### config.mk
export PLATFORM = sky130hd
export DESIGN_NAME = draw_command_batcher
export DESIGN_NICKNAME = d
export VERILOG_FILES = /design/src/design/dcb_pkg.sv /design/src/design/dcb_slot_cell.sv /design/src/design/dcb_out_buf.sv /design/src/design/draw_command_batcher.sv
export VERILOG_INCLUDE_DIRS = /design/src /design/src/design
export SDC_FILE = /design/constraint.sdc
export NUM_CORES = 1
export LEC_CHECK = 0
export BUFFER_PORTS_ARGS = -buffer_cell sky130_fd_sc_hd__buf_2
export CAP_MARGIN = 10
export CORE_MARGIN = 2
export CORE_UTILIZATION = 60
export CTS_CLUSTER_SIZE = 28
export DETAILED_ROUTE_END_ITERATION = 8
export MAX_ROUTING_LAYER = met4
export PLACE_DENSITY = 0.79
export SLEW_MARGIN = 30
export SYNTH_ARGS = -nofsm -noshare
export SYNTH_HDL_FRONTEND = slang
export SYNTH_SLANG_ARGS = --single-unit
### constraint.sdc
create_clock -name clk -period 12 [get_ports clk]
set_clock_uncertainty 0.2 [all_clocks]
set_input_delay 1.8 -clock clk [delete_from_list [all_inputs] [get_ports clk]]
set_output_delay 1.8 -clock clk [all_outputs]
set_load 0.005 [all_outputs]
### src/design/assert_macros.svh
// Assertion macros used by the top level of the draw command batcher.
`ifndef ASSERT_MACROS_SVH
`define ASSERT_MACROS_SVH

// Property must hold at every clock edge outside reset.
`define ASSERT_PROP(lbl, prop, msg) \
  lbl: assert property (@(posedge clk) disable iff (rst) prop) else $error(msg);

// Condition must never be true at a clock edge outside reset.
`define ASSERT_NEVER(lbl, cond, msg) \
  lbl: assert property (@(posedge clk) disable iff (rst) !(cond)) else $error(msg);

`endif

### src/design/dcb_pkg.sv
// Package with the types and constants of the draw command batcher.
package dcb_pkg;

  localparam int TEX_SLOTS     = 8;
  localparam int MAX_BATCHES   = 256;
  localparam int MAX_INSTANCES = 4096;

  localparam int SLOT_W = (TEX_SLOTS > 1) ? $clog2(TEX_SLOTS) : 1;
  localparam int SU_W   = $clog2(TEX_SLOTS + 1);
  localparam int BC_W   = $clog2(MAX_BATCHES + 1);
  localparam int IC_W   = $clog2(MAX_INSTANCES + 1);
  localparam int TEX_W  = 32;

  typedef enum logic [1:0] {
    OP_BEGIN = 2'd0,
    OP_DRAW  = 2'd1,
    OP_END   = 2'd2,
    OP_RSVD  = 2'd3
  } op_t;

  typedef enum logic [1:0] {
    ST_OK     = 2'd0,
    ST_REJECT = 2'd1,
    ST_DONE   = 2'd2
  } status_t;

  // Lookup request broadcast to every slot cell.
  typedef struct packed {
    logic [TEX_W-1:0]  id;
    logic [SU_W-1:0]   used;
    logic              wr;
    logic [SLOT_W-1:0] wr_slot;
  } probe_t;

  // Match information handed from one slot cell to the next.
  typedef struct packed {
    logic              found;
    logic [SLOT_W-1:0] slot;
  } match_t;

  typedef struct packed {
    status_t     status;
    logic        new_batch;
    logic [7:0]  batch_index;
    logic [11:0] instance_index;
    logic        has_texture;
    logic [2:0]  texture_slot;
    logic [8:0]  batch_total;
    logic [12:0] instance_total;
  } result_t;

endpackage

### src/design/dcb_slot_cell.sv
// One texture slot: holds a texture id and extends the first-match chain.
module dcb_slot_cell (
  input  logic                        clk,
  input  logic [dcb_pkg::SLOT_W-1:0]  idx,
  input  dcb_pkg::probe_t             probe,
  input  dcb_pkg::match_t             chain_in,
  output dcb_pkg::match_t             chain_out
);
  import dcb_pkg::*;

  logic [TEX_W-1:0] entry;
  logic             hit;

  // Only slots below the fill count are live; the earliest match wins.
  assign hit = (SU_W'(idx) < probe.used) && (entry == probe.id);

  always_comb begin
    chain_out = chain_in;
    if (!chain_in.found && hit) begin
      chain_out.found = 1'b1;
      chain_out.slot  = idx;
    end
  end

  always_ff @(posedge clk) begin
    if (probe.wr && (probe.wr_slot == idx)) begin
      entry <= probe.id;
    end
  end

endmodule

### src/design/dcb_out_buf.sv
// Result register with a skid stage so input and output stall independently.
module dcb_out_buf (
  input  logic             clk,
  input  logic             rst,
  input  logic             in_valid,
  output logic             in_ready,
  input  dcb_pkg::result_t in_data,
  output logic             out_valid,
  input  logic             out_ready,
  output dcb_pkg::result_t out_data
);
  import dcb_pkg::*;

  logic    skid_valid;
  result_t skid_data;
  logic    drain;
  logic    take;

  assign in_ready = !skid_valid;
  assign drain    = out_valid && out_ready;
  assign take     = in_valid && in_ready;

  always_ff @(posedge clk) begin
    if (rst) begin
      out_valid  <= 1'b0;
      skid_valid <= 1'b0;
    end else if (take) begin
      if (!out_valid || drain) begin
        out_valid <= 1'b1;
      end else begin
        skid_valid <= 1'b1;
      end
    end else if (drain) begin
      out_valid  <= skid_valid;
      skid_valid <= 1'b0;
    end
  end

  always_ff @(posedge clk) begin
    if (take) begin
      if (!out_valid || drain) begin
        out_data <= in_data;
      end else begin
        skid_data <= in_data;
      end
    end else if (drain && skid_valid) begin
      out_data <= skid_data;
    end
  end

endmodule

### src/design/draw_command_batcher.sv
// Top level of the draw command batcher: packet state, slot cell row and result buffer.
// Each result is registered in the output register, or in the skid stage while it waits.
// Throughput: one request per cycle while the skid stage is empty, set by the combinational
// first-match pass through the row of slot cells with the batch and instance count update.
// Reset clears the counts, the fill count, the reject flag and the current clip and blend.
// The slot table itself is not cleared; only entries below the fill count are ever matched.
`include "assert_macros.svh"

module draw_command_batcher (
  input  logic         clk,
  input  logic         rst,
  input  logic         s_tvalid,
  output logic         s_tready,
  // clip_key [63:0], blend_mode [67:64], texture_id [99:68], zero fill [103:100]
  input  logic [103:0] s_tdata,
  // op [1:0], texture_valid [2]
  input  logic [2:0]   s_tuser,
  output logic         m_tvalid,
  input  logic         m_tready,
  // new_batch [0], batch_index [8:1], instance_index [20:9], has_texture [21],
  // texture_slot [24:22], batch_total [33:25], instance_total [46:34], zero fill [47]
  output logic [47:0]  m_tdata,
  // status [1:0]
  output logic [1:0]   m_tuser
);
  import dcb_pkg::*;

  // Unpacked request fields.
  op_t              op;
  logic [63:0]      clip_key;
  logic [3:0]       blend_mode;
  logic             texture_valid;
  logic [TEX_W-1:0] texture_id;

  assign op            = op_t'(s_tuser[1:0]);
  assign texture_valid = s_tuser[2];
  assign clip_key      = s_tdata[63:0];
  assign blend_mode    = s_tdata[67:64];
  assign texture_id    = s_tdata[99:68];

  // Packet state.
  logic [63:0]     current_clip;
  logic [3:0]      current_blend;
  logic [SU_W-1:0] slots_used;
  logic [BC_W-1:0] batch_count;
  logic [IC_W-1:0] instance_count;
  logic            packet_rejected;

  logic [SU_W-1:0] slots_used_next;
  logic [BC_W-1:0] batch_count_next;

  logic    accept;
  logic    buf_ready;
  result_t res;
  result_t out_res;

  // Slot cell row. Cell zero sees an empty chain; the last cell's output is the lookup.
  probe_t probe;
  match_t chain [TEX_SLOTS+1];

  assign chain[0] = '0;

  for (genvar i = 0; i < TEX_SLOTS; i++) begin : g_cell
    dcb_slot_cell u_cell (
      .clk       (clk),
      .idx       (SLOT_W'(i)),
      .probe     (probe),
      .chain_in  (chain[i]),
      .chain_out (chain[i+1])
    );
  end

  // Command decision. A batch opens when there is none yet or clip or blend changed.
  // A texture that misses a full table opens one more batch with the same clip and blend.
  // Both cannot happen for the same command, so the batch count grows by at most one.
  logic              is_cmd;
  logic              open_batch;
  logic              found;
  logic              need_slot;
  logic              overflow;
  logic              grow;
  logic              reject_cmd;
  logic              take_cmd;
  logic [SLOT_W-1:0] slot;

  assign is_cmd     = (op == OP_DRAW) && !packet_rejected;
  assign open_batch = (batch_count == '0) || (clip_key != current_clip) ||
                      (blend_mode != current_blend);
  assign found      = texture_valid && !open_batch && chain[TEX_SLOTS].found;
  assign need_slot  = texture_valid && !found;
  assign overflow   = need_slot && !open_batch && (slots_used >= SU_W'(TEX_SLOTS));
  assign grow       = open_batch || overflow;
  assign reject_cmd = is_cmd && ((grow && (batch_count >= BC_W'(MAX_BATCHES))) ||
                                 (instance_count >= IC_W'(MAX_INSTANCES)));
  assign take_cmd   = is_cmd && !reject_cmd;

  always_comb begin
    if (found) begin
      slot = chain[TEX_SLOTS].slot;
    end else if (grow) begin
      slot = '0;
    end else begin
      slot = SLOT_W'(slots_used);
    end
  end

  always_comb begin
    batch_count_next = batch_count + BC_W'(grow);
    if (need_slot) begin
      slots_used_next = grow ? SU_W'(1) : slots_used + SU_W'(1);
    end else begin
      slots_used_next = open_batch ? '0 : slots_used;
    end
  end

  assign probe = '{id:      texture_id,
                   used:    slots_used,
                   wr:      accept && take_cmd && need_slot,
                   wr_slot: slot};

  // Result assembly. Totals after a taken command are the updated counts.
  always_comb begin
    res                = '0;
    res.batch_total    = 9'(batch_count);
    res.instance_total = 13'(instance_count);
    unique case (op)
      OP_BEGIN: begin
        res.status         = ST_OK;
        res.batch_total    = '0;
        res.instance_total = '0;
      end
      OP_END: begin
        res.status = packet_rejected ? ST_REJECT : ST_DONE;
      end
      OP_RSVD: begin
        res.status = ST_OK;
      end
      OP_DRAW: begin
        if (take_cmd) begin
          res.status         = ST_OK;
          res.new_batch      = grow;
          res.batch_index    = 8'(batch_count_next - BC_W'(1));
          res.instance_index = 12'(instance_count);
          res.has_texture    = texture_valid;
          res.texture_slot   = texture_valid ? 3'(slot) : 3'd0;
          res.batch_total    = 9'(batch_count_next);
          res.instance_total = 13'(instance_count + IC_W'(1));
        end else begin
          res.status = ST_REJECT;
        end
      end
      default: begin
        res.status = ST_OK;
      end
    endcase
  end

  assign accept   = s_tvalid && s_tready;
  assign s_tready = buf_ready;

  always_ff @(posedge clk) begin
    if (rst) begin
      current_clip    <= '0;
      current_blend   <= '0;
      slots_used      <= '0;
      batch_count     <= '0;
      instance_count  <= '0;
      packet_rejected <= 1'b0;
    end else if (accept) begin
      if (op == OP_BEGIN) begin
        slots_used      <= '0;
        batch_count     <= '0;
        instance_count  <= '0;
        packet_rejected <= 1'b0;
      end else if (take_cmd) begin
        current_clip   <= clip_key;
        current_blend  <= blend_mode;
        slots_used     <= slots_used_next;
        batch_count    <= batch_count_next;
        instance_count <= instance_count + IC_W'(1);
      end else if (reject_cmd) begin
        packet_rejected <= 1'b1;
      end
    end
  end

  // Output register plus skid stage; a single waiting result does not stop new requests.
  dcb_out_buf u_out_buf (
    .clk       (clk),
    .rst       (rst),
    .in_valid  (s_tvalid),
    .in_ready  (buf_ready),
    .in_data   (res),
    .out_valid (m_tvalid),
    .out_ready (m_tready),
    .out_data  (out_res)
  );

  assign m_tuser = out_res.status;
  assign m_tdata = {1'b0, out_res.instance_total, out_res.batch_total, out_res.texture_slot,
                    out_res.has_texture, out_res.instance_index, out_res.batch_index,
                    out_res.new_batch};

  // The batch count never passes its capacity, and the fill count never passes the table.
  `ASSERT_NEVER(a_batch_cap, batch_count > BC_W'(MAX_BATCHES), "batch count over capacity")
  `ASSERT_NEVER(a_slot_cap, slots_used > SU_W'(TEX_SLOTS), "slot fill count over table size")
  // Slots can only be in use while a batch is open in the packet.
  `ASSERT_NEVER(a_slots_need_batch, (slots_used != '0) && (batch_count == '0),
                "slots in use with no batch")
  // Input only stalls when both the output register and the skid stage hold results.
  `ASSERT_PROP(a_stall_full, !s_tready |-> m_tvalid, "input stalled with empty output")

endmodule
==> impl_metrics.yaml, run 1 <==
yosys:
  yosys.area_share.adder: 0.00498
  synth_cell_types: 67
  synth_xor_area_frac: 0.146
  synth_top_family_by_area: "XOR/XNOR gates"
  muxShareOfSynthArea: 0.0125
  synth_ff_type: "edfxtp_1"
  synthSimpleGateAreaFrac: 0.121
  synth_top_area_share: 0.529
  async_flop_share: 0
  yosysSeqAreaShare: 0.625
  synth_top_cell_by_area: "edfxtp_1"
  synthTopCellsByArea: "edfxtp_1, xnor2_1, dfxtp_1"
  synth_compound_area_frac: 0.0668
  synth_seq_cells: 451
  synth.net_count: 1762
  avgSynthCellArea_um2: 12.2
  synth-edff-count: 354
  synth_cells: 1643
  yosysWarnings: 0
  syn-cell-area_mm2: 0.0201
setup_path:
  cp_cell_sequence: "buf_2 -> xnor2_1 -> nand4_1 -> nor4_1 -> nand4_1 -> and2_1 -> a31o_2 -> a221oi_1 -> nand2b_1 -> nor2_4"
  reg2regPathDepth: 17
  cp_max_fo: 32
  reg2reg_slack_ns: 7.54
  critPathLaunch: "s_tdata[80]"
  r2r-end: "u_out_buf.out_data[45]"
  crit_end: "g_cell[6].u_cell.entry[27]"
  crit_top_cell: "nand4_1"
  cp-end-kind: "flip-flop"
  path_class: "in -> reg"
  worstPathRequired_ns: 12.00
  crit_slowest_cell: "nor2_4"
  max_stage_delay_ns: 0.78
  reg2reg_from: "current_clip[48]"
  critPathLaunchType: "input port"
  cp.arrival_ns: 5.72
final_layout:
  area_growth_pct: 13.4
  layout.cells.non_filler: 2258
  nets: 1886
  drive_gt1_frac: 0.156
sta:
  hold_viol_final: 0
  worst_slew_pin_slew_ns: 0.957
  relSlewSlack: 0.361
  fmax_mhz: 175
  whs_ns: 0.267
  tns_ns: 0
  grt_setup_unrepaired: "no"
  period_minus_slack_ns: 5.72
  setup_viol_count_final: 0
  period_share: 0.477
  final_max_slew_viol_count: 0
  layout_setup_ws_ns: 6.28
power:
  power_frac_seq: 0.517
  ir_drop_mv: 0.141
  pwr-share-comb: 0.072
  switching_power_mw: 0.762
  p_sw_frac: 0.228
  total_leakage_power_nw: 7.37
  internal-power_mw: 2.58
  p_clk_frac: 0.412
  p_per_area_mw_per_mm2: 147
placement:
  numPortBuffers: 157
  place_ws_ns: 5.78
  place.gp.congestion: 0.860
  hpwl_mm: 28.0
  dp.cells: 2163
routing:
  num_vias: 13200
  drt-pass1-iter-count: 9
  drt_wl_total_mm: 44.4
  drt-initial-drc-count: 1289
  via_per_inst: 5.84
  drc: 0
  avgRoutedWirePerCell_um: 19.6
  ant_nets: 0
clocking:
  clk_latency_ns: 0.58
  cts_hold_repair.buffers: 0
  ctsResizeCount: 0
  cts_root_buf: "clkbuf_16"
  clk_pin_slew_ns: 0.06
  cts_max_path_buffers: 3
  cts_buffers: 46
  cts_tree: "built"
  clock_sinks: 451
  post_cts_buffers: 0
  htreeDepth: 2
floorplanning:
  row_count: 67
  die_x_um: 187
  die_area_mm2: 0.0350
  io_pins: 163
  fp.dieH_um: 187
  core_area_mm2: 0.0333
  initial_core_util: 0.604
min_path:
  hold_class: "reg -> reg"
grt:
  overflow: 0
  grt_max_degree: 90
  grt_first_pass_wirelength_mm: 68.7
  antenna_found_initial: 5
  grt_util_all_layers: 0.259
  grt_pass1_vias: 12600
outcome:
  status: "complete, no violations"
flow_run:
  cap_viol_max_count: 0
cells in the mapped netlist, drive strengths merged (8+ instances only):
cell type and n:
nand4 85, a221o 8, nand2 218, and2 16
mux2 16, buf 17, a21oi 91, o211ai 9
nand2b 8, o21ai 18, dfxtp 97, o31ai 12
nor4 26, clkbuf 77, or3 8, ha 8
inv 20, edfxtp 354, xor2 30, nand3 26
a211oi 8, a31oi 11, nor2 64, xnor2 306
nor3 23
through the flow:
stage | util | cell area, um^2 | power (mW)
floorplan | - | 20100 | 1.91
global placement | 0.638 | 21200 | 1.99
detailed placement | 0.638 | 21200 | 2.00
CTS | 0.681 | 22700 | 3.36
global route | 0.685 | 22800 | 3.45
finish | 0.685 | 22800 | 3.35
worst max-delay path, delay by kind of cell:
family                 cells  cell delay (ns)
XOR/XNOR                   1             0.18
AO/OA/AOI/OAI              2             0.87
buffers and inverters      1             0.43
AND/OR/NAND/NOR            6             2.42
metal layers:
metal,track usage,wire length (um)
met1,0.346,18500
met2,0.417,21600
met3,0.0338,2900
met4,0.0830,1310
met5,-,0
worst min path at each step:
stage / from / endpoint / slack, ns / cells after the start
after detailed placement: current_clip[14] / current_clip[14] / 0.26 / 2
after global placement: current_clip[23] / current_clip[23] / 0.25 / 2
after floorplan: current_clip[39] / current_clip[39] / 0.25 / 2
after CTS: current_clip[14] / current_clip[14] / 0.27 / 2
final: current_clip[14] / current_clip[14] / 0.27 / 2
after global routing: current_clip[14] / current_clip[14] / 0.28 / 2
cells in the final DEF (no fill, tap or decap), drive strengths merged, types with 18 or more instances in the layout:
| cell | count |
|---|---|
| xor2 | 30 |
| buf | 170 |
| edfxtp | 354 |
| nand4 | 85 |
| o21ai | 18 |
| a21oi | 91 |
| clkbuf | 56 |
| dfxtp | 97 |
| nor2 | 64 |
| clkinv | 20 |
| nor4 | 26 |
| inv | 22 |
| nand2 | 218 |
| nor3 | 23 |
| xnor2 | 306 |
| nand3 | 26 |
kinds of logic (layout without fill, tap and decap cells):
kind of cell    Yosys count  after routing
simple gates            505            505
flops                   451            451
xor+xnor                336            336
compound gates          205            205
buf+inv                 114            275
mux                      23             23
fa+ha+maj                 8              8
other cells               1              7
power by group through the flow:
stage,logic [mW],clock network (mW),registers (mW)
final,0.239,1.38,1.73
after global routing,0.261,1.45,1.73
after CTS,0.239,1.40,1.73
after detailed placement,0.237,0,1.76
after global placement,0.231,0,1.76
after floorplan,0.142,0,1.76
cell type report:
class,instances,area (um^2)
flip-flops and latches,451,12600
fillers,2289,10500
multi-input cells,1078,7160
clock buffers,56,1190
repair buffers,170,953
well taps,448,561
clock inverters,29,267
inverters,20,75.1
diodes,6,15.0
flip-flops by register name (all words and copies together), names as in the netlist:
signal                count
batch_count               9
current_blend             4
current_clip             64
g_cell.u_cell.entry     256
instance_count           13
packet_rejected           1
slots_used                4
u_out_buf.out_data       49
u_out_buf.out_valid       1
u_out_buf.skid_data      49
u_out_buf.skid_valid      1
(Power assumes the default switching activity.)
==> run 2: changes to the inputs <==
--- a/config.mk
+++ b/config.mk
@@ -9,11 +9,11 @@
 export BUFFER_PORTS_ARGS = -buffer_cell sky130_fd_sc_hd__buf_2
 export CAP_MARGIN = 10
 export CORE_MARGIN = 2
-export CORE_UTILIZATION = 60
+export CORE_UTILIZATION = 54
 export CTS_CLUSTER_SIZE = 28
 export DETAILED_ROUTE_END_ITERATION = 8
 export MAX_ROUTING_LAYER = met4
-export PLACE_DENSITY = 0.79
+export PLACE_DENSITY = 0.75
 export SLEW_MARGIN = 30
 export SYNTH_ARGS = -nofsm -noshare
 export SYNTH_HDL_FRONTEND = slang
==> constraint.sdc (replaced) <==
create_clock -name clk -period 5.2 [get_ports clk]
set_clock_uncertainty 0.2 [all_clocks]
set_input_delay 0.78 -clock clk [delete_from_list [all_inputs] [get_ports clk]]
set_output_delay 0.78 -clock clk [all_outputs]
set_load 0.005 [all_outputs]
==> impl_metrics.yaml, run 2 (same netlist as run 1, synthesis figures left out) <==
setup_path:
  worstPathRequired_ns: 5.41
  cp-end-kind: "flip-flop"
  path_class: "in -> reg"
  r2r-end: "u_out_buf.out_data[45]"
  reg2reg_slack_ns: 0.95
  cp.arrival_ns: 4.48
  critPathLaunchType: "input port"
  reg2regPathDepth: 15
  cp_max_fo: 16
  reg2reg_from: "current_clip[15]"
flow_run:
  cap_viol_max_count: 0
power:
  p_per_area_mw_per_mm2: 340
  total_power_mw: 7.94
  total_leakage_power_nw: 7.70
  ir_drop_mv: 0.347
floorplanning:
  io_pins: 163
  die_area_mm2: 0.0388
  core_area_mm2: 0.0366
  row_count: 70
  die_x_um: 197
  initial_core_util: 0.549
  fp.dieH_um: 197
sta:
  worst_slew_pin_slew_ns: 0.907
  relSlewSlack: 0.394
  period_share: 0.821
  period_minus_slack_ns: 4.27
  whs_ns: 0.188
  fmax_mhz: 234
  grt_setup_unrepaired: "no"
  final_max_slew_viol_count: 0
  hold_viol_final: 0
  tns_ns: 0
  setup_viol_count_final: 0
routing:
  avgRoutedWirePerCell_um: 19.4
  num_vias: 13300
  wl_met3_mm: 2.65
  drt-initial-drc-count: 1029
  wl_met2_mm: 21.6
  ant_nets: 0
  drt_wl_total_mm: 45.3
  drc: 0
  via_per_inst: 5.69
  wl_met1_mm: 19.8
  highest_layer: "met4"
  drt-pass1-iter-count: 5
grt:
  grt_util_all_layers: 0.242
  grt_first_pass_wirelength_mm: 70.4
  grt_max_degree: 93
  grt_pass1_vias: 12700
  antenna_found_initial: 4
  overflow: 0
clocking:
  cts_root_buf: "clkbuf_16"
  clk_latency_ns: 0.60
  post_cts_buffers: 0
  cts_buffers: 47
  ctsResizeCount: 0
  htreeDepth: 2
  cts_hold_repair.buffers: 0
  clk_pin_slew_ns: 0.06
  clock_sinks: 451
  cts_tree: "built"
  cts_max_path_buffers: 3
final_layout:
  drive_gt1_frac: 0.180
  area_growth_pct: 16.2
  mostFrequentLayoutCells: "edfxtp_1, xnor2_1, nand2_1"
  utilization: 0.638
  final_common_cell: "edfxtp_1"
  largest_reg_flops: 256
  nets: 1939
  reg.largest.list: "g_cell.u_cell.entry (256), current_clip (64)"
  largest_register: "g_cell.u_cell.entry"
placement:
  hpwl_mm: 29.9
  numPortBuffers: 157
  place.gp.congestion: 0.902
min_path:
  hold_class: "in -> reg"
  min_from: "m_tready"
  holdPathEnd: "u_out_buf.skid_valid"
  hold-path-cell-count: 2
outcome:
  status: "complete, no violations"
## run 2: cell type report
class                   instances  area [um^2]
multi-input cells            1078         7150
inverters                      20         75.1
clock inverters                29          333
diodes                          5         12.5
flip-flops and latches        451        12600
well taps                     468          586
repair buffers                222         1400
clock buffers                  59         1240
fillers                      2750        13200
## run 2: how the worst max path moves through the flow
stage,start,end,cells after the start
2_1_floorplan,s_tdata[77],g_cell[7].u_cell.entry[0],11
3_3_place_gp,s_tdata[97],u_out_buf.out_data[45],18
3_5_place_dp,s_tdata[97],u_out_buf.out_data[45],18
4_1_cts,s_tdata[97],u_out_buf.out_data[45],18
5_1_grt,current_clip[20],u_out_buf.out_data[45],16
6_report,s_tdata[97],u_out_buf.out_data[45],18
## run 2: power by group
group | switching, mW | internal [mW] | total [mW]
clock | 1.41 | 1.96 | 3.38
combinational | 0.350 | 0.225 | 0.575
sequential | 0.0283 | 3.96 | 3.99
total | 1.79 | 6.15 | 7.94
## run 2: through the flow
stage               instances  setup WS, ns  cell area [um^2]
global route             2331         0.616             23400
global placement         2238         0.471             21800
CTS                      2326         0.981             23300
floorplan                1643         0.288             20100
finish                   2332         0.930             23400
detailed placement       2238         0.383             21800
## run 2: critical path, stage by stage
cell	delay (ns)
buf_2	0.40
xnor2_1	0.18
nand4_1	0.14
nor4_1	0.28
buf_4	0.19
nand4_1	0.24
and4_1	0.36
a41oi_4	0.26
inv_2	0.06
ha_1	0.21
ha_1	0.24
xor2_1	0.18
inv_1	0.11
nand3_1	0.12
nor2_1	0.19
nand3_1	0.12
xnor2_1	0.17
o31ai_1	0.24
## run 2: per-layer routing
layer | vias to the layer above | global-route usage
met2 | 405 | 0.387
met1 | 6508 | 0.320
met4 | 0 | 0.0763
li1 | 6268 | -
met5 | - | -
met3 | 88 | 0.0388
==> run 3: changes to the inputs <==
--- a/config.mk
+++ b/config.mk
@@ -9,11 +9,11 @@
 export BUFFER_PORTS_ARGS = -buffer_cell sky130_fd_sc_hd__buf_2
 export CAP_MARGIN = 10
 export CORE_MARGIN = 2
-export CORE_UTILIZATION = 54
+export CORE_UTILIZATION = 60
 export CTS_CLUSTER_SIZE = 28
 export DETAILED_ROUTE_END_ITERATION = 8
 export MAX_ROUTING_LAYER = met4
-export PLACE_DENSITY = 0.75
+export PLACE_DENSITY = 0.79
 export SLEW_MARGIN = 30
 export SYNTH_ARGS = -nofsm -noshare
 export SYNTH_HDL_FRONTEND = slang
==> constraint.sdc (replaced) <==
create_clock -name clk -period 4.2 [get_ports clk]
set_clock_uncertainty 0.2 [all_clocks]
set_input_delay 0.63 -clock clk [delete_from_list [all_inputs] [get_ports clk]]
set_output_delay 0.63 -clock clk [all_outputs]
set_load 0.005 [all_outputs]
==> impl_metrics.yaml, run 3 (same netlist as run 1, synthesis figures left out) <==
floorplanning:
  core_area_mm2: 0.0333
  row_count: 67
  fp.dieH_um: 187
  die_area_mm2: 0.0350
  initial_core_util: 0.604
  io_pins: 163
  die_x_um: 187
power:
  ir_drop_mv: 0.400
  p_per_area_mw_per_mm2: 402
  total_leakage_power_nw: 8.14
clocking:
  clock_sinks: 451
  cts_hold_repair.buffers: 0
  cts_buffers: 45
  cts_max_path_buffers: 3
  htreeDepth: 2
  cts_root_buf: "clkbuf_16"
  post_cts_buffers: 0
  ctsResizeCount: 0
  clk_pin_slew_ns: 0.07
  clk_latency_ns: 0.56
  cts_tree: "built"
sta:
  layout_setup_ws_ns: 0.241
  period_share: 0.943
  worst_slew_pin_slew_ns: 0.729
  period_minus_slack_ns: 3.96
  fmax_mhz: 253
  tns_ns: 0
  final_max_slew_viol_count: 0
  hold_viol_final: 0
  setup_viol_count_final: 0
  relSlewSlack: 0.514
final_layout:
  nets: 2018
  drive_gt1_frac: 0.223
  mostFrequentLayoutCells: "edfxtp_1, xnor2_1, nand2_1"
  final_common_cell: "edfxtp_1"
  register_area_mm2: 0.0126
  largest_reg_flops: 256
  largest_register: "g_cell.u_cell.entry"
  reg.largest.list: "g_cell.u_cell.entry (256), current_clip (64)"
  multi_input_area_mm2: 0.00726
  nFillCells: 2142
  area_growth_pct: 19.8
placement:
  hpwl_mm: 32.3
  place.gp.congestion: 0.980
  numPortBuffers: 157
  place_ws_ns: -0.254
routing:
  drt-initial-drc-count: 1541
  via_per_inst: 5.77
  drt-pass1-iter-count: 6
  avgRoutedWirePerCell_um: 19.9
  ant_nets: 0
  drt_wl_total_mm: 47.6
  drc: 0
  num_vias: 13800
setup_path:
  max_stage_delay_ns: 0.58
  worstPathRequired_ns: 4.30
  cp_max_fo: 4
  path_class: "reg -> reg"
  cp-end-kind: "flip-flop"
  cp.arrival_ns: 4.06
  cp_cell_sequence: "xnor2_2 -> nand4_1 -> or4_1 -> or3_1 -> a41oi_4 -> inv_2 -> ha_1 -> ha_1 -> nand3_1 -> buf_4 -> nor3_1 -> xnor2_1 -> a21oi_1 -> o22ai_1 -> mux2_2"
  reg2reg_slack_ns: 0.24
  path_buf_inv: 2
  crit_top_cell: "ha_1"
  critPathLaunchType: "flip-flop"
  crit_slowest_cell: "or4_1"
  crit_family: "simple AND/OR/NAND/NOR gates"
grt:
  grt_util_all_layers: 0.278
  grt_pass1_vias: 13600
  grt_first_pass_wirelength_mm: 73.7
  antenna_found_initial: 7
  overflow: 0
  grt_max_degree: 71
flow_run:
  cap_viol_max_count: 0
min_path:
  hold_class: "in -> reg"
outcome:
  status: "complete, no violations"
==> run 3: changes by cell type in the layout (fill, tap and decap cells not counted), moves of 4 or more <==
cell	change
clkinv_1	-5
xnor2_2	+11
clkbuf_8	+4
buf_12	+11
buf_4	+71
xnor2_1	-11
diode_2	+4
==> run 3: area by class of cell <==
class / instances / area share
antenna: 9 / 0.000935
multi-input combinational: 1078 / 0.301
inverter: 20 / 0.00312
sequential: 451 / 0.522
clock inverter: 21 / 0.00894
clock buffer: 63 / 0.0522
tap: 448 / 0.0233
timing repair buffer: 303 / 0.0882
==> run 3: path summary, 6_finish.rpt <==
path | from | endpoint | depth (start not counted)
worst max-delay path | current_clip[15] | u_out_buf.out_data[21] | 15
worst min-delay path | m_tready | u_out_buf.skid_valid | 2
worst max register to register | current_clip[15] | u_out_buf.out_data[21] | 15
worst min register to register | current_clip[0] | current_clip[0] | 2
==> run 3: routing by layer <==
layer  vias up  track usage  wire length, um
li1       6427            -                -
met1      6667        0.359            19000
met2       616        0.455            23600
met3       105       0.0413             3670
met4         0       0.0919             1380
met5         -            -                0
==> run 3: metrics by stage <==
| step | hold WS (ns) | instance area (um^2) | utilization | power, mW | instances |
|---|---|---|---|---|---|
| after floorplan | 0.248 | 20200 | - | 5.45 | 1643 |
| after global placement | 0.253 | 22500 | 0.676 | 5.77 | 2300 |
| after detailed placement | 0.259 | 22500 | 0.676 | 5.80 | 2300 |
| after CTS | 0.0768 | 24000 | 0.720 | 9.72 | 2384 |
| after global routing | 0.0928 | 24100 | 0.724 | 9.97 | 2391 |
| final | 0.0975 | 24100 | 0.724 | 9.68 | 2393 |
==> run 3: power by group <==
group          leakage (nW)  switching, mW  internal [mW]
Sequential             3.99         0.0349           4.90
Clock                 0.715           1.67           2.29
Combinational          3.43          0.455          0.330
Total                  8.14           2.16           7.52
